`src/vtg_pkg.sv`:
```
// Shared types, constants and saturation helpers for the vertex tangent generator.
// No dependencies; vtg_div, vtg_sqrt and the top level import it.
package vtg_pkg;

  // vertex store geometry
  localparam int unsigned VIDX_W   = 10;
  localparam int unsigned NUM_VERT = 1 << VIDX_W;

  // divider geometry: dividend carries 16 fraction bits on top of a 64-bit magnitude
  localparam int unsigned DIVD_W    = 80;
  localparam int unsigned DIVS_W    = 64;
  localparam int unsigned DIV_STEPS = 32;
  localparam int unsigned DSTEP_W   = $clog2(DIV_STEPS);

  // square root: 64-bit radicand, 32-bit root, one bit per step
  localparam int unsigned SQ_STEPS = 32;
  localparam int unsigned SSTEP_W  = $clog2(SQ_STEPS);

  localparam logic signed [31:0] OUT_MAX = 32'sd131071;
  localparam logic signed [31:0] OUT_MIN = -32'sd131072;

  typedef enum logic [1:0] {
    KIND_WRITE = 2'd0,
    KIND_TRI   = 2'd1,
    KIND_READ  = 2'd2,
    KIND_NONE  = 2'd3
  } kind_e;

  typedef enum logic [1:0] {
    CFG_UV_PRESENT = 2'd0,
    CFG_DET_EPS    = 2'd1,
    CFG_LEN_EPS    = 2'd2
  } cfg_idx_e;

  typedef enum logic [4:0] {
    ST_CLEAR, ST_IDLE,
    ST_TRD0, ST_TRD1, ST_TRD2, ST_TRD3, ST_DELTA,
    ST_MUL1, ST_MUL2, ST_MSUB, ST_TDIV, ST_TDIVW,
    ST_ARD, ST_AWR,
    ST_RRD, ST_RLAT, ST_RDIV, ST_RDIVW,
    ST_SQMUL, ST_SQACC, ST_SQRT, ST_SQRTW,
    ST_NDIV, ST_NDIVW, ST_OUT
  } state_e;

  typedef struct packed {
    logic signed [31:0] px;
    logic signed [31:0] py;
    logic signed [31:0] pz;
    logic signed [31:0] tu;
    logic signed [31:0] tv;
  } vertex_t;

  typedef struct packed {
    logic signed [47:0] sx;
    logic signed [47:0] sy;
    logic signed [47:0] sz;
    logic [15:0]        cnt;
  } accum_t;

  typedef struct packed {
    logic              start;
    logic [DIVD_W-1:0] dividend;
    logic [DIVS_W-1:0] divisor;
    logic              neg;
  } div_req_t;

  typedef struct packed {
    logic               done;
    logic signed [31:0] quot;
  } div_rsp_t;

  function automatic logic signed [31:0] sat32(input logic signed [32:0] v);
    if (v[32] != v[31]) begin
      return v[32] ? 32'sh80000000 : 32'sh7fffffff;
    end
    return v[31:0];
  endfunction

  function automatic logic signed [47:0] sat48(input logic signed [48:0] v);
    if (v[48] != v[47]) begin
      return v[48] ? {1'b1, 47'd0} : {1'b0, {47{1'b1}}};
    end
    return v[47:0];
  endfunction

  function automatic logic signed [17:0] clamp18(input logic signed [31:0] v);
    if (v > OUT_MAX) begin
      return OUT_MAX[17:0];
    end
    if (v < OUT_MIN) begin
      return OUT_MIN[17:0];
    end
    return v[17:0];
  endfunction

  function automatic logic [63:0] mag65(input logic signed [64:0] v);
    logic signed [64:0] t;
    t = v[64] ? -v : v;
    return t[63:0];
  endfunction

  function automatic logic [47:0] mag48(input logic signed [47:0] v);
    logic signed [48:0] t;
    t = v[47] ? -49'(v) : 49'(v);
    return t[47:0];
  endfunction

  function automatic logic [31:0] mag32(input logic signed [31:0] v);
    logic signed [32:0] t;
    t = v[31] ? -33'(v) : 33'(v);
    return t[31:0];
  endfunction

endpackage

```
`src/vtg_div.sv`:
```
// Iterative restoring divider, one quotient bit per cycle, signed saturated Q16.16 result.
// Depends on vtg_pkg.
module vtg_div (
  input  logic               clk_i,
  input  logic               rst_ni,
  input  vtg_pkg::div_req_t  req_i,
  output vtg_pkg::div_rsp_t  rsp_o
);
  import vtg_pkg::*;

  logic               busy_q, fin_q, done_q;
  logic [DSTEP_W-1:0] cnt_q;
  logic [DIVS_W-1:0]  rem_q, dvs_q;
  logic [31:0]        dvd_q, quo_q;
  logic               neg_q, ovf_q;
  logic signed [31:0] res_q;

  logic [DIVS_W:0]    trial;
  logic               ge;
  logic [31:0]        limit, qsat;

  // one trial subtraction per step
  always_comb begin
    trial = {rem_q, dvd_q[31]};
    ge    = trial >= {1'b0, dvs_q};
    limit = neg_q ? 32'h80000000 : 32'h7fffffff;
    qsat  = (ovf_q || (quo_q > limit)) ? limit : quo_q;
  end

  // control
  always_ff @(posedge clk_i or negedge rst_ni) begin
    if (!rst_ni) begin
      busy_q <= 1'b0;
      fin_q  <= 1'b0;
      done_q <= 1'b0;
      cnt_q  <= '0;
    end else begin
      done_q <= fin_q;
      fin_q  <= 1'b0;
      if (req_i.start) begin
        busy_q <= 1'b1;
        cnt_q  <= '0;
      end else if (busy_q) begin
        cnt_q <= cnt_q + 1'b1;
        if (cnt_q == DSTEP_W'(DIV_STEPS - 1)) begin
          busy_q <= 1'b0;
          fin_q  <= 1'b1;
        end
      end
    end
  end

  // datapath
  always_ff @(posedge clk_i) begin
    if (req_i.start) begin
      ovf_q <= DIVS_W'(req_i.dividend[DIVD_W-1:32]) >= req_i.divisor;
      rem_q <= DIVS_W'(req_i.dividend[DIVD_W-1:32]);
      dvd_q <= req_i.dividend[31:0];
      dvs_q <= req_i.divisor;
      neg_q <= req_i.neg;
      quo_q <= '0;
    end else if (busy_q) begin
      rem_q <= ge ? DIVS_W'(trial - {1'b0, dvs_q}) : trial[DIVS_W-1:0];
      quo_q <= {quo_q[30:0], ge};
      dvd_q <= {dvd_q[30:0], 1'b0};
    end
    if (fin_q) begin
      res_q <= neg_q ? (32'd0 - qsat) : qsat;
    end
  end

  assign rsp_o.done = done_q;
  assign rsp_o.quot = res_q;

endmodule

```
`config.mk`:
```
export PLATFORM = sky130hd
export DESIGN_NAME = vtg_div
export DESIGN_NICKNAME = d
export VERILOG_FILES = /design/src/vtg_pkg.sv /design/src/vtg_div.sv
export SDC_FILE = /design/constraint.sdc
export NUM_CORES = 1
export LEC_CHECK = 0
export BUFFER_PORTS_ARGS = -buffer_cell sky130_fd_sc_hd__buf_2
export CORE_MARGIN = 2
export CORE_UTILIZATION = 45
export CTS_CLUSTER_SIZE = 20
export DETAILED_ROUTE_END_ITERATION = 12
export SKIP_LAST_GASP = 1
export SLEW_MARGIN = 40
export SYNTH_ARGS = -nofsm -noshare
export SYNTH_HDL_FRONTEND = slang
export SYNTH_SLANG_ARGS = --single-unit
```
`constraint.sdc`:
```
create_clock -name clk_i -period 6.8 [get_ports clk_i]
set_input_delay 0.68 -clock clk_i [delete_from_list [all_inputs] [get_ports clk_i]]
set_output_delay 0.68 -clock clk_i [all_outputs]
set_load 0.005 [all_outputs]
```
; ---- Word-level counts from Yosys, hierarchy flattened
; Index checks and enable logic that the tools add are counted.
[totals]
ff_bits = 234
inputBits = 148
output_inout_bits = 33
elab_cells = 37
[classes]
n_addsub = 3
order_cmp = 3
eq_ne = 1
mux = 16
n_reduce_logical = 2
[op_table]
columns = cell, count
row1 = 32-bit 2-to-1 mux, 5
row2 = 48-bit 2-to-1 mux, 2
row3 = 65-bit by 64-bit >= comparator with 1-bit output, 1
row4 = 48-bit by 64-bit >= comparator with 1-bit output, 1
row5 = 64-bit 2-to-1 mux, 1
row6 = 64-bit subtractor, 1
row7 = 32-bit greater-than comparator, 1
row8 = "1-bit by 32-bit subtractor with 32-bit output, first input constant", 1
row9 = 5-bit 2-to-1 mux, 2
row10 = 1-bit 2-to-1 mux, 6
row11 = "5-bit by 1-bit adder with 5-bit output, second input constant", 1
row12 = "5-bit equality test, second input constant", 1
row13 = 2-bit nonzero test, 1
row14 = 1-bit logical OR, 1

; ---- Depth between registers and ports, before layout
[logic_depth]
word_depth = 6
depth_mapped = 24
mapped_depth_nobuf = 21

; ---- Worst setup path after synthesis
; Ideal clock, no wire load.
[synth_path]
kind = register to register
start = reg neg_q
end = reg res_q[30] (data pin)
setup_ns = 0.276
t_arrival_ns = 5.307
t_required_ns = 6.524
slack_ns = 1.217
stages_incl_launch_ff = 22
path_buffers = 4
period_less_slack_ns = 5.583
cell_sequence = edfxtp_1 -> clkbuf_1 -> inv_1 -> clkbuf_1 -> ha_1 -> nand4_1 -> or4_1 -> nor4_1 -> a21oi_1 -> or2_2 -> buf_2 -> clkbuf_1 -> o21ai_0 -> ha_1 -> inv_1 -> nor2_1 -> nand2_2 -> or4_4 -> or4_1 -> o21ai_2 -> xor2_1 -> a21oi_1
[synth_via]
elab_chain_cells = 6
[synth_lines]
columns = element, line
row1 = from (decl), vtg_div.sv:15  ; logic neg_q, ovf_q;
row2 = from (signal assigned), vtg_div.sv:60  ; neg_q <= req_i.neg;
row3 = 32-bit 2-to-1 mux, vtg_div.sv:26  ; limit = neg_q ? 32'h80000000 : 32'h7fffffff;
row4 = 32-bit greater-than comparator, vtg_div.sv:27  ; qsat = (ovf_q || (quo_q > limit)) ? limit : quo_q;
row5 = 1-bit logical OR, vtg_div.sv:27
row6 = 32-bit 2-to-1 mux, vtg_div.sv:27
row7 = 1-bit by 32-bit subtractor with 32-bit output, vtg_div.sv:68  ; res_q <= neg_q ? (32'd0 - qsat) : qsat;
row8 = 32-bit 2-to-1 mux *, vtg_div.sv:68
row9 = to (signal assigned), vtg_div.sv:68
row10 = to (decl), vtg_div.sv:16  ; logic signed [31:0] res_q;
; Mark *: on every way between the ends. The rest lies on a longest branch, timed or not.
; A chain may end at the register's enable or synchronous reset.

; ---- Worst setup path after layout
; Same ends and word-level chain as after synthesis.

==> qor.txt <==
Outcome - finished, final reports clean
Slowest-stage cell, CP - a21oi_1
Ports - 181
Hold-fix buffers, CTS - 1
Port Buf Inserts - 180
DR iter-0 viols - 866
Min cycle time layout - 5450 ps
Critical Path RT - 7090 ps
Top cells by area, synth - edfxtp_1, ha_1, dfxtp_1, a21oi_1, mux2_2
CP Cell Sequence - buf_4 > ha_1 > nand4_1 > or3_1 > nor2_1 > o21ai_0 > a21oi_1 > or2_2 > nand2_1 > o21ai_0 > ha_1 > inv_1 > nor2_1 > nand2_2 > or4_4 > or4_1 > o21ai_2 > xor2_1 > a21oi_1
Clk root buf - clkbuf_16
Dpl ws - 1440 ps
Row count - 69
NumNets Final - 2111
Max clock buf depth - 3
Worst Path Max Fanout - 54
Share of layout cells above drive strength 1 - 18.2%
Max-slew headroom - 42.8%
Grt ovf - 0
Sw frac - 38.6%
Final WL - 40400 um
YS warnings - 0
Synth top area share - 33.3%
Seq/Total Area, Yosys - 40.5%
GRT Total Usage - 21.6%
FF+latch count, synth - 234
Cts repair resizes - 0
Worst-path clk slew - 60 ps
Vias in the first global route - 12500
Final Cycle Share - 80.1%
Final Hold Slack - 303 ps
Vias per cell - 5.63
Reg2reg setup slack - 1350 ps
Setup bufs post-CTS - 0
Initial Utilization - 45.4%
VDD IR-drop max - 0.208 mV
Antenna-violating nets left - 0
Clock skew - 19.5 ps
Main synth FF type - edfxtp_1
Worst path max stage delay - 520 ps
Htree depth - 1
Routed length on met1 - 18900 um
Leak - 8.35 nW
Flop pwr share - 29.8%
Net Count, Synth - 1975
Gate power share - 46.1%
Initial antenna violation count - 1
Wire length of the first global-routing pass - 64500 um
Met2 wire length - 18500 um
Skew-Pair Late Insertion Delay - 570 ps
Full die area - 0.0372 mm2
Switch Pwr - 0.00257 W
Post-Syn Instances - 1679
Initial DRT Pass Iterations - 5
Final setup vio count - 0
Final Hold Vio Count - 0
Hold path depth - 1
GPL Wtd Cong - 0.898
Async set-reset flop share out of synthesis - 3.42%
Top Metal Used - met4
Max_cap viols - 0
CP arrival - 5730 ps
Max Freq - 184 MHz
Die H - 193 um
Final slew viol count - 0
CTS Buf Count - 28
Syn Area/Cell - 9.56 um2
Largest net degree at the start of global routing - 76
Worst-margin pin slew - 852 ps
Routed WL per cell - 17.6 um
Netlist area before placement - 0.0160 mm2
CP Capture Type - flip-flop
Min-Delay Path Class - in2reg
R2R depth - 19
Number of synthesized flops with an enable pin - 178
Pwr/cell area - 363 mW/mm2
Setup TNS - 0 ps
Fill cell count - 3334
Via count - 12900
Startpoint types - flip-flop
Post-synth cell types - 84
Final Worst Setup Slack - 1350 ps
RSZ-0062 raised after global routing - no
WL met3 - 1950 um
Layout area overhead - 14.0%
Clock network power share - 24.1%
Core Area - 0.0353 mm2
Largest area contributor in the synthesized netlist - edfxtp_1
Hpwl dp - 29600 um
Kind of critical path - reg2reg
Residual DRC - 0
Internal - 0.00407 W
Die X - 193 um
CTS sink count - 234
CTS tree - yes
==> final timing paths <==
check                           from        end
max                            neg_q  res_q[30]
min                        req_i[44]  dvs_q[43]
max reg2reg                    neg_q  res_q[30]
min reg2reg                rem_q[55]  rem_q[55]
max in group asynchronous     rst_ni     busy_q
min in group asynchronous     rst_ni   cnt_q[0]
==> metrics by stage <==
step	util, %	area [um2]	instances	total power, W
after floorplan	-	16000	1679	0.00432
after global placement	48.9	17300	2244	0.00499
after detailed placement	48.9	17300	2244	0.00501
after CTS	51.7	18300	2297	0.00665
after global routing	51.8	18300	2299	0.00710
final	51.8	18300	2299	0.00664
==> synthesized netlist by cell type (all sizes together), types with 5 or more instances <==
cell       n
nor3      33
or4        8
inv      141
edfxtp   178
and3      13
o2111ai    6
dfxtp     48
nand2    113
dfrtp      8
a21o      63
and4       5
nand4     44
buf       27
a32oi      6
o21a      21
and2       5
a22oi      9
nor2b     16
a2bb2oi   11
o221ai     5
nor4       9
xnor2     26
or3       17
xor2      40
clkbuf    61
nand3     18
ha       147
o211ai     7
a21oi    147
nand2b    10
mux2      56
o221a      5
o31ai      6
a211oi    11
a21boi     5
a311oi     6
o22ai      5
o21bai    12
or2       12
o21ai     89
nor2     134
a31oi     19
mux2i     34
o31a       5
==> cell usage in the layout, fill, tap and decap left out, types with 13 or more instances in the layout <==
cell,Yosys,layout
a31oi_1,19,19
o21a_1,21,20
nor2b_1,16,16
nand2_1,112,112
a21o_1,63,63
a21oi_1,147,147
nand4_1,44,44
ha_1,147,147
buf_2,19,179
o21ai_0,81,81
dfxtp_1,48,48
edfxtp_1,178,178
clkbuf_16,0,33
xnor2_1,26,26
nor3_1,31,31
xor2_1,40,40
or3_1,16,16
and3_1,13,13
inv_1,140,139
nor2_1,132,132
mux2i_1,34,34
mux2_2,56,56
nand3_1,18,18
==> registers in the layout, indices dropped and copies added, names as in the netlist <==
name,count
busy_q,1
cnt_q,5
done_q,1
dvd_q,32
dvs_q,64
fin_q,1
neg_q,1
ovf_q,1
quo_q,32
rem_q,64
res_q,32
==> routing by layer <==
layer  up-vias  GRT usage, %
li1       6450             -
met1      6117          30.1
met2       321          35.0
met3        61          3.04
met4         0          5.84
met5         -             0
==> final cells by class <==
class	instances	area, um2	area share [%]
Clock inverter	8	101	0.554
Sequential cell	234	6510	35.6
Multi-Input combinational cell	1216	8640	47.2
Antenna cell	1	2.50	0.0137
Clock buffer	44	897	4.90
Inverter	141	531	2.90
Timing Repair Buffer	194	1030	5.65
Tap cell	461	577	3.15
==> kinds of logic after synthesis <==
kind of cell / after synthesis / share of synthesized area, %
simple gates: 446 / 13.8
compound gates: 466 / 18.8
buf+inv: 229 / 5.69
flops: 234 / 40.5
mux: 90 / 6.05
xor+xnor: 66 / 3.60
fa+ha+maj: 148 / 11.6
==> power groups by stage <==
stage	clock, W	sequential (W)	combinational (W)
finish	0.00160	0.00198	0.00306
detailed placement	0	0.00200	0.00301
CTS	0.00165	0.00198	0.00303
floorplan	0	0.00196	0.00235
global placement	0	0.00200	0.00299
global route	0.00169	0.00201	0.00341
==> critical path: cells and delay by family, from the launching register on <==
kind	cells	cell delay, ps
AND/OR/NAND/NOR	9	2460
AO/OA/AOI/OAI	5	970
adder cells (fa/ha/maj)	2	720
buffers and inverters	2	460
flip-flops	1	400
XOR/XNOR	1	160
Power figures use the tool's default switching activity.
