--- src/vtg_pkg.sv ---
// Shared types, constants and saturation helpers for the vertex tangent generator.
// No dependencies; vtg_div, vtg_sqrt and the top level import it.
package vtg_pkg;

  // vertex store geometry
  localparam int unsigned VIDX_W   = 10;
  localparam int unsigned NUM_VERT = 1 << VIDX_W;

  // divider geometry: dividend carries 16 fraction bits on top of a 64-bit magnitude
  localparam int unsigned DIVD_W    = 80;
  localparam int unsigned DIVS_W    = 64;
  localparam int unsigned DIV_STEPS = 32;
  localparam int unsigned DSTEP_W   = $clog2(DIV_STEPS);

  // square root: 64-bit radicand, 32-bit root, one bit per step
  localparam int unsigned SQ_STEPS = 32;
  localparam int unsigned SSTEP_W  = $clog2(SQ_STEPS);

  localparam logic signed [31:0] OUT_MAX = 32'sd131071;
  localparam logic signed [31:0] OUT_MIN = -32'sd131072;

  typedef enum logic [1:0] {
    KIND_WRITE = 2'd0,
    KIND_TRI   = 2'd1,
    KIND_READ  = 2'd2,
    KIND_NONE  = 2'd3
  } kind_e;

  typedef enum logic [1:0] {
    CFG_UV_PRESENT = 2'd0,
    CFG_DET_EPS    = 2'd1,
    CFG_LEN_EPS    = 2'd2
  } cfg_idx_e;

  typedef enum logic [4:0] {
    ST_CLEAR, ST_IDLE,
    ST_TRD0, ST_TRD1, ST_TRD2, ST_TRD3, ST_DELTA,
    ST_MUL1, ST_MUL2, ST_MSUB, ST_TDIV, ST_TDIVW,
    ST_ARD, ST_AWR,
    ST_RRD, ST_RLAT, ST_RDIV, ST_RDIVW,
    ST_SQMUL, ST_SQACC, ST_SQRT, ST_SQRTW,
    ST_NDIV, ST_NDIVW, ST_OUT
  } state_e;

  typedef struct packed {
    logic signed [31:0] px;
    logic signed [31:0] py;
    logic signed [31:0] pz;
    logic signed [31:0] tu;
    logic signed [31:0] tv;
  } vertex_t;

  typedef struct packed {
    logic signed [47:0] sx;
    logic signed [47:0] sy;
    logic signed [47:0] sz;
    logic [15:0]        cnt;
  } accum_t;

  typedef struct packed {
    logic              start;
    logic [DIVD_W-1:0] dividend;
    logic [DIVS_W-1:0] divisor;
    logic              neg;
  } div_req_t;

  typedef struct packed {
    logic               done;
    logic signed [31:0] quot;
  } div_rsp_t;

  function automatic logic signed [31:0] sat32(input logic signed [32:0] v);
    if (v[32] != v[31]) begin
      return v[32] ? 32'sh80000000 : 32'sh7fffffff;
    end
    return v[31:0];
  endfunction

  function automatic logic signed [47:0] sat48(input logic signed [48:0] v);
    if (v[48] != v[47]) begin
      return v[48] ? {1'b1, 47'd0} : {1'b0, {47{1'b1}}};
    end
    return v[47:0];
  endfunction

  function automatic logic signed [17:0] clamp18(input logic signed [31:0] v);
    if (v > OUT_MAX) begin
      return OUT_MAX[17:0];
    end
    if (v < OUT_MIN) begin
      return OUT_MIN[17:0];
    end
    return v[17:0];
  endfunction

  function automatic logic [63:0] mag65(input logic signed [64:0] v);
    logic signed [64:0] t;
    t = v[64] ? -v : v;
    return t[63:0];
  endfunction

  function automatic logic [47:0] mag48(input logic signed [47:0] v);
    logic signed [48:0] t;
    t = v[47] ? -49'(v) : 49'(v);
    return t[47:0];
  endfunction

  function automatic logic [31:0] mag32(input logic signed [31:0] v);
    logic signed [32:0] t;
    t = v[31] ? -33'(v) : 33'(v);
    return t[31:0];
  endfunction

endpackage

--- src/vtg_sqrt.sv ---
// Iterative integer square root, one root bit per cycle over a 64-bit radicand.
// Depends on vtg_pkg.
module vtg_sqrt (
  input  logic        clk_i,
  input  logic        rst_ni,
  input  logic        start_i,
  input  logic [63:0] value_i,
  output logic        done_o,
  output logic [31:0] root_o
);
  import vtg_pkg::*;

  logic               busy_q, done_q;
  logic [SSTEP_W-1:0] cnt_q;
  logic [63:0]        val_q;
  logic [33:0]        rem_q;
  logic [31:0]        root_q;

  logic [35:0]        r, trial;
  logic               ge;

  // bring down two radicand bits, test root*4+1
  always_comb begin
    r     = {rem_q, val_q[63:62]};
    trial = {2'b00, root_q, 2'b01};
    ge    = r >= trial;
  end

  // control
  always_ff @(posedge clk_i or negedge rst_ni) begin
    if (!rst_ni) begin
      busy_q <= 1'b0;
      done_q <= 1'b0;
      cnt_q  <= '0;
    end else begin
      done_q <= 1'b0;
      if (start_i) begin
        busy_q <= 1'b1;
        cnt_q  <= '0;
      end else if (busy_q) begin
        cnt_q <= cnt_q + 1'b1;
        if (cnt_q == SSTEP_W'(SQ_STEPS - 1)) begin
          busy_q <= 1'b0;
          done_q <= 1'b1;
        end
      end
    end
  end

  // datapath
  always_ff @(posedge clk_i) begin
    if (start_i) begin
      val_q  <= value_i;
      rem_q  <= '0;
      root_q <= '0;
    end else if (busy_q) begin
      rem_q  <= ge ? 34'(r - trial) : r[33:0];
      root_q <= {root_q[30:0], ge};
      val_q  <= {val_q[61:0], 2'b00};
    end
  end

  assign done_o = done_q;
  assign root_o = root_q;

endmodule

--- config.mk ---
export PLATFORM = sky130hd
export DESIGN_NAME = vtg_sqrt
export DESIGN_NICKNAME = d
export VERILOG_FILES = /design/src/vtg_pkg.sv /design/src/vtg_sqrt.sv
export SDC_FILE = /design/constraint.sdc
export NUM_CORES = 1
export LEC_CHECK = 0
export BUFFER_PORTS_ARGS = -buffer_cell sky130_fd_sc_hd__buf_4
export CORE_MARGIN = 5
export CORE_UTILIZATION = 50
export CTS_CLUSTER_SIZE = 16
export DETAILED_ROUTE_END_ITERATION = 8
export GPL_TIMING_DRIVEN = 0
export PLACE_DENSITY = 0.8
export SKIP_LAST_GASP = 1
export SYNTH_ARGS = -nofsm -noshare
export SYNTH_HDL_FRONTEND = slang
export SYNTH_SLANG_ARGS = --single-unit
--- constraint.sdc ---
create_clock -name clk_i -period 3.5 [get_ports clk_i]
set_input_delay 0.525 -clock clk_i [delete_from_list [all_inputs] [get_ports clk_i]]
set_output_delay 0.525 -clock clk_i [all_outputs]
set_load 0.01 [all_outputs]
Yosys cells after proc, flatten, opt, wreduce, memory -nomap -nowiden
Cells that the tools add are included.
{"block": "totals", "output_inout_bits": 33, "regBits": 137, "latchBits": 0, "input_bits": 67, "mem_bits_ro": 0, "n_memories": 0, "ram_bits": 0, "wordCells": 22}
{"block": "op_classes", "eq_ne": 1, "addsub": 2, "muxes": 11, "n_mul": 0, "n_bitwise": 0, "reduce_logical": 1, "n_lt_le_gt_ge": 1, "div": 0, "shift": 0}
{"operator": "$mux 64", "count": 2}
{"operator": "$ge 36x34->1", "count": 1}
{"operator": "$mux 34", "count": 1}
{"operator": "$sub 34x34->34", "count": 1}
{"operator": "$mux 5", "count": 2}
{"operator": "$mux 1", "count": 6}
{"operator": "$add 5x1->5 const B", "count": 1}
{"operator": "$eq 5x5->1 const B", "count": 1}
{"operator": "$reduce_bool 2->1", "count": 1}

Logic depth before layout (Yosys ltp)
Gate-level depths: netlist of run 1.
{"block": "depth", "word_depth": 4, "ltp_mapped": 12, "ltp_nobuf": 10}

Worst setup path after synthesis of run 1
No wires, ideal clock.
{"block": "synth_path", "path_kind": "register to register", "startpoint": "reg root_q[0] (netlist: root_o[0])", "endpoint": "reg rem_q[31]", "setup_ps": 88, "synth_period_minus_slack_ps": 2767, "path_buffers": 1, "t_required_ps": 3412, "slack_ps": 733, "arrival_ps": 2679, "path_stages_with_launch": 12, "path_cell_list": "dfxtp_1 -> inv_1 -> ha_1 -> nor2b_4 -> o31a_1 -> o31a_1 -> o31ai_4 -> a21oi_2 -> o31ai_4 -> buf_6 -> nand3_1 -> a311oi_2"}
{"block": "synth_via", "elab_chain_len": 2, "elab_cells_between_ends": 3, "cone_classes": "add/sub: 1; order compare: 1; mux: 1"}
{"element": "start: declaration", "line_no": "vtg_sqrt.sv:17", "rtl": "logic [31:0] root_q;"}
{"element": "start signal: assignment", "line_no": "vtg_sqrt.sv:58", "rtl": "root_q <= {root_q[30:0], ge};"}
{"element": "$sub 34x34->34 / $ge 36x34->1 (equally long branches)", "line_no": "vtg_sqrt.sv:57, vtg_sqrt.sv:26"}
{"element": "$mux 34 *", "line_no": "vtg_sqrt.sv:57", "rtl": "rem_q <= ge ? 34'(r - trial) : r[33:0];"}
{"element": "end signal: assignment", "line_no": "vtg_sqrt.sv:57"}
{"element": "end: declaration", "line_no": "vtg_sqrt.sv:16", "rtl": "logic [33:0] rem_q;"}
Mark *: on every way between the ends. The rest lies on a longest branch, timed or not.
A chain may end at the register's enable or synchronous reset.

Worst setup path after layout of run 1
{"block": "layout_path", "startpoint": "reg root_q[0] (netlist: root_o[0])", "endpoint": "reg rem_q[8]"}
Same word-level chain as after synthesis.

==> results of run 1 <==
==> critical path, delay by kind of cell (launching register included) <==
family | cells | cell delay, ns
AND/OR/NAND/NOR | 2 | 0.24
flip-flops | 1 | 0.42
adder cells (fa/ha/maj) | 1 | 0.35
buffers and inverters | 2 | 0.29
AO/OA/AOI/OAI | 6 | 1.87
==> per-stage QoR <==
step	utilization	total power, uW	std cells	area [sq um]
final	0.616	8300	1170	9810
after global placement	0.573	6220	1136	9140
after floorplan	-	5320	822	8130
after CTS	0.615	8210	1170	9800
after detailed placement	0.575	6290	1137	9170
after global routing	0.616	8820	1170	9810
==> cell usage in the layout, fill, tap and decap left out, drive strengths merged, types with 5 or more instances in the layout <==
cell	instances
dfrtp	7
inv	56
nand4	13
o211ai	8
and3	8
nor2	92
buf	122
nand2	40
nor2b	7
nand3	31
dfxtp	66
o21ai	37
and2	9
mux2i	36
xor2	9
xnor2	16
o21a	11
nor3	13
edfxtp	64
or2	5
a211oi	14
ha	36
or3	8
clkbuf	44
a21oi	29
o31ai	10
nand2b	5
a311oi	22
o21bai	5
mux2	62
a21o	14
==> worst max-delay path by stage <==
stage           endpoint  slack [ns]
4_1_cts         rem_q[8]        0.23
2_1_floorplan  rem_q[31]        0.73
3_3_place_gp   val_q[20]        0.14
6_report        rem_q[8]        0.21
5_1_grt         rem_q[8]       0.004
3_5_place_dp    rem_q[8]        0.24
==> metal layers <==
| layer | global-route usage | part of all wire | wire length (um) | vias up |
|---|---|---|---|---|
| li1 | - | - | - | 3277 |
| met1 | 0.299 | 0.44 | 8890 | 3217 |
| met2 | 0.336 | 0.47 | 9530 | 261 |
| met3 | 0.0559 | 0.077 | 1570 | 35 |
| met4 | 0.0698 | 0.019 | 386 | 0 |
| met5 | 0 | 0 | 0 | - |
==> synthesized netlist by cell type, types with 5 or more instances <==
cell      number  area share
nor2_1        91       0.042
dfxtp_1       66        0.16
edfxtp_1      64        0.24
mux2_2        62       0.086
inv_1         48       0.022
nand2_1       40       0.018
ha_1          36       0.055
mux2i_1       36       0.044
o21ai_0       36       0.022
nand3_1       30       0.018
a21oi_1       28       0.017
clkbuf_1      27       0.012
a311oi_1      19       0.020
xnor2_1       16       0.017
a211oi_1      13       0.012
nand4_1       13       0.010
nor3_1        13      0.0080
a21o_1        11       0.010
o21a_1        11       0.010
buf_2         10      0.0062
xor2_1         9      0.0097
and2_1         8      0.0062
and3_1         8      0.0062
buf_1          8      0.0037
o211ai_1       8      0.0074
dfrtp_1        7       0.022
o31ai_1        7      0.0065
or3_1          7      0.0054
nor2b_1        6      0.0046
buf_6          5      0.0069
nand2b_1       5      0.0038
o21bai_1       5      0.0046
==> state kept, by name, indices dropped and copies added, names as in the netlist <==
signal,count
cnt_q,5
done_o,1
rem_q,34
val_q,64
busy_q,1
root_o,32
==> logic make-up (layout without fill, tap and decap cells) <==
kind of cell,after synthesis,after routing
adder cells (fa/ha/maj),36,36
buffers and inverters,98,230
AO/OA/AOI/OAI,183,183
multiplexers,98,98
AND/OR/NAND/NOR,245,245
XOR/XNOR,25,25
flip-flops,137,137
==> power by group <==
part	switching, uW	total (uW)	internal (uW)
logic	2490	4290	1800
clock network	797	1890	1090
registers	190	2120	1930
total	3480	8300	4820
==> layout make-up <==
class,count,area share
plain buffers,50,0.0242
clock buffers,17,0.0433
clock inverters,15,0.0203
inverters,48,0.0184
multi-input cells,587,0.439
flip-flops and latches,137,0.348
well taps,216,0.0275
repair buffers,100,0.0788
==> timing repair <==
item	4_1_cts	5_1_grt
endpoints found under the setup margin	0	7
endpoints found under the hold margin	7	0
resized for setup	0	4
hold buffers	1	0
==> flow_summary.ini, run 1 <==
[status]
status = complete, no violations

[synthesis]
synth_mux_area_frac = 0.130
ys_ff_latch = 137
yosysSeqAreaShare = 0.420
synth_fp_nets = 925
synth-compound-area-share = 0.169
synth_top_family_by_area = compound AO/OA/AOI/OAI gates
synth.distinct_cells = 73
yosysWarningCount = 0
synth_xor_xnor_area_share = 0.0269
synth_area_sq_mm = 0.00813
synth_fa_ha_area_frac = 0.0554
syn_area_per_cell_sq_um = 9.90
synth_edf_count = 64
synthSimpleGateAreaFrac = 0.147
syn_inst = 822
synth_flop_cell = dfxtp_1
synthArstFlopShare = 0.0511

[job]
maxCapViolCount = 0

[clock_network]
clockBufferDepth = 2
clk_pin_slew_ns = 0.06
h-tree-depth = 4
cts_inserted_buffers = 17
cts-root-buf = clkbuf_16
cts_setup_buffers = 0
cts.sinks = 137
clock_latency_ns = 0.43
cts_tree = built

[route]
drtIter0Drc = 606
num_vias = 6790
wl_mm = 20.4
wl_per_cell_um = 17.4
drc_errors = 0
dr.pass1.iters = 6
viasPerCell = 5.80
ant_nets = 0

[hold_path]
hold_end = val_q[0]
whs_path_depth = 2
holdCritPathClass = in -> reg
hold_start = value_i[0]

[pwr]
p_per_area_mw_per_mm2 = 846
irDropWorstVdd_mv = 0.504
power.leakage_uw = 0.00416

[timing]
finalCriticalPeriod_ns = 3.29
setup_ws_ns = 0.206
fin_tns_setup_ns = 0
whs_ns = 0.386
rsz0062_at_grt = false
setup_viol_count_final = 0
fmax_mhz = 304
maxSlewHeadroom = 0.192
fin_crit_sh = 0.941
finalHoldViolCount = 0
tightest_slew_ns = 1.20
clock_skew_ns = 0.00970
maxSlewViolCount = 0

[die]
die_w_um = 138
core_area_sq_mm = 0.0159
start_util = 0.510
die_h_um = 138
rows = 46
dieArea_sq_mm = 0.0189
io_pins = 100

[placement]
hpwl_mm = 15.0
place_ws_ns = 0.243
port_buffers = 98
place.gp.congestion = 0.930

[setup_path]
path_class = reg -> reg
slowest_stage = o31ai_4
r2r_slack_ns = 0.21
cp.arrival_ns = 3.60
cp_cell_sequence = inv_1 -> ha_1 -> nor2b_4 -> o31a_1 -> o31a_1 -> o31ai_4 -> a21oi_2 -> o31ai_4 -> buf_6 -> nand3_1 -> a311oi_1
r2r_start = root_o[0]
crit_path_max_incr_delay_ns = 0.54
cp-start-kind = flop
reg2reg_to = rem_q[8]
crit_fanout = 10
cp.required_ns = 3.81
r2r_cells = 11
startpoint = root_o[0]
critPathCaptureType = flop

[grt]
track_usage = 0.218
grt-ovfl-total = 0
grt_pass1_wl_mm = 32.5
grt_pass1_vias = 6404
grt_max_degree = 40
antenna_found_initial = 0

[layout]
fin_nets = 1044
regArea_sq_mm = 0.00342
areaGrowthSynthToFinish_pct = 20.7
antennaDiodeCount = 0
drive_gt1_frac = 0.253
n_fill_cell = 1356
multiInputGateArea_sq_mm = 0.00431
No activity file was read; power rests on OpenSTA's default activity.
==> run 2, diff against run 1 <==
--- a/config.mk
+++ b/config.mk
@@ -6,6 +6,7 @@
 export NUM_CORES = 1
 export LEC_CHECK = 0
 export BUFFER_PORTS_ARGS = -buffer_cell sky130_fd_sc_hd__buf_4
+export CORE_ASPECT_RATIO = 0.7
 export CORE_MARGIN = 5
 export CORE_UTILIZATION = 50
 export CTS_CLUSTER_SIZE = 16
==> run 2 against run 1 <==
Non-clock buffer count increased by 3. Utilization decreased by 0.77 points. Cell area about the same. Sequential share of layout area about the same. Clock power decreased by 3%. Sequential power about the same. Via count increased by 1.1%. Total power increased by 1.1%. Wire length increased by 3.7%.
==> flow_summary.ini, run 2 (synthesis gave the netlist of run 1 again) <==
[status]
status = complete, no violations

[placement]
place.gp.congestion = 0.963
hpwl_mm = 15.6
port_buffers = 98

[timing]
finalHoldViolCount = 0
fin_crit_sh = 0.925
tightest_slew_ns = 1.14
fin_tns_setup_ns = 0
clock_skew_ns = 0.0103
maxSlewViolCount = 0
maxSlewHeadroom = 0.236
rsz0062_at_grt = false
finalCriticalPeriod_ns = 3.24
setup_viol_count_final = 0
whs_ns = 0.384
fmax_mhz = 309

[route]
dr.pass1.iters = 5
wl_per_cell_um = 17.9
ant_nets = 0
drc_errors = 0
num_vias = 6865
drtIter0Drc = 661
viasPerCell = 5.81
wl_mm = 21.1

[setup_path]
critPathCaptureType = flop
path_class = reg -> reg
crit_fanout = 10
cp.required_ns = 3.77
cp.arrival_ns = 3.51
cp-start-kind = flop
slowest_stage = o31a_2
cp_cell_sequence = inv_1 -> ha_1 -> nor2b_4 -> o31a_1 -> o31a_1 -> o31ai_4 -> a21oi_2 -> o31a_2 -> clkbuf_1 -> o21ai_0 -> a311oi_1
crit_path_max_incr_delay_ns = 0.42
crit_top_cell = o31a_1

[clock_network]
clockBufferDepth = 2
h-tree-depth = 4
clock_latency_ns = 0.43
cts.sinks = 137
clk_pin_slew_ns = 0.07
cts_inserted_buffers = 17
cts_tree = built
cts-root-buf = clkbuf_16

[die]
die_w_um = 162
rows = 39
start_util = 0.504
dieArea_sq_mm = 0.0190
io_pins = 100
die_h_um = 117
core_area_sq_mm = 0.0162

[layout]
multiInputGateArea_sq_mm = 0.00431
antennaDiodeCount = 0
largest_reg_flops = 64
fin_nets = 1047
top_register = val_q
drive_gt1_frac = 0.255
areaGrowthSynthToFinish_pct = 20.7
n_fill_cell = 1386
final_cell_mix = 101 x buf_4, 90 x nor2_1, 66 x dfxtp_1, 64 x edfxtp_1, 62 x mux2_2
final_common_cell = buf_4
postLayoutCoreUtil = 0.608
regArea_sq_mm = 0.00342

[job]
maxCapViolCount = 0

[grt]
grt-ovfl-total = 0
grt_max_degree = 42
grt_pass1_vias = 6409
antenna_found_initial = 0
grt_pass1_wl_mm = 33.5
track_usage = 0.223

[pwr]
p_per_area_mw_per_mm2 = 855
power.leakage_uw = 0.00416
irDropWorstVdd_mv = 0.397
finalPower_uw = 8400

[hold_path]
holdCritPathClass = in -> reg
## run 2: area by class of cell
type,instances,share of cell area
Buffer,50,0.0242
Clock buffer,17,0.0433
Clock inverter,15,0.0181
Inverter,48,0.0184
Multi-Input combinational cell,587,0.439
Sequential cell,137,0.348
Tap cell,225,0.0287
Timing Repair Buffer,103,0.0803
## run 2: timing repair
action | CTS | global route
resized for setup | 0 | 4
hold buffers | 1 | 0
hold endpoints to repair | 7 | 0
setup endpoints to repair | 0 | 18
setup buffers | 0 | 3
## run 2: through the flow
step | cells | worst slack (ns) | area (sq um)
2_1_floorplan | 822 | 0.733 | 8130
3_3_place_gp | 1145 | 0.142 | 9150
3_5_place_dp | 1146 | 0.271 | 9170
4_1_cts | 1179 | 0.229 | 9780
5_1_grt | 1182 | 0.000373 | 9820
6_report | 1182 | 0.261 | 9820
## run 2: routing by layer
layer  vias up  GRT usage  part of all wire
li1       3281          -                 -
met1      3306      0.346              0.49
met2       258      0.317              0.42
met3        20     0.0497             0.079
met4         0     0.0479            0.0087
met5         -          0                 0
## run 2: power breakdown
group | leakage [uW] | switching (uW) | internal, uW
Combinational | 0.00256 | 2580 | 1840
Clock | 0.000288 | 823 | 1020
Sequential | 0.00131 | 193 | 1930
## run 2: worst paths after layout
path / startpoint / to / slack [ns] / cells after the start
max: root_o[0] / rem_q[27] / 0.26 / 11
min: value_i[1] / val_q[1] / 0.38 / 2
max reg2reg: root_o[0] / rem_q[27] / 0.26 / 11
min reg2reg: rem_q[18] / rem_q[18] / 0.51 / 2
max in group asynchronous: rst_ni / cnt_q[0] / 2.91 / 2
min in group asynchronous: rst_ni / cnt_q[2] / 0.45 / 2
## run 2: critical path: cells and delay by family (launching register included)
kind                       cells  cell delay (ns)
AOI/OAI and AO/OA              7             1.85
DFF                            1             0.41
adders and majority gates      1             0.35
buffers and inverters          2             0.32
and+or+nand+nor                1             0.15
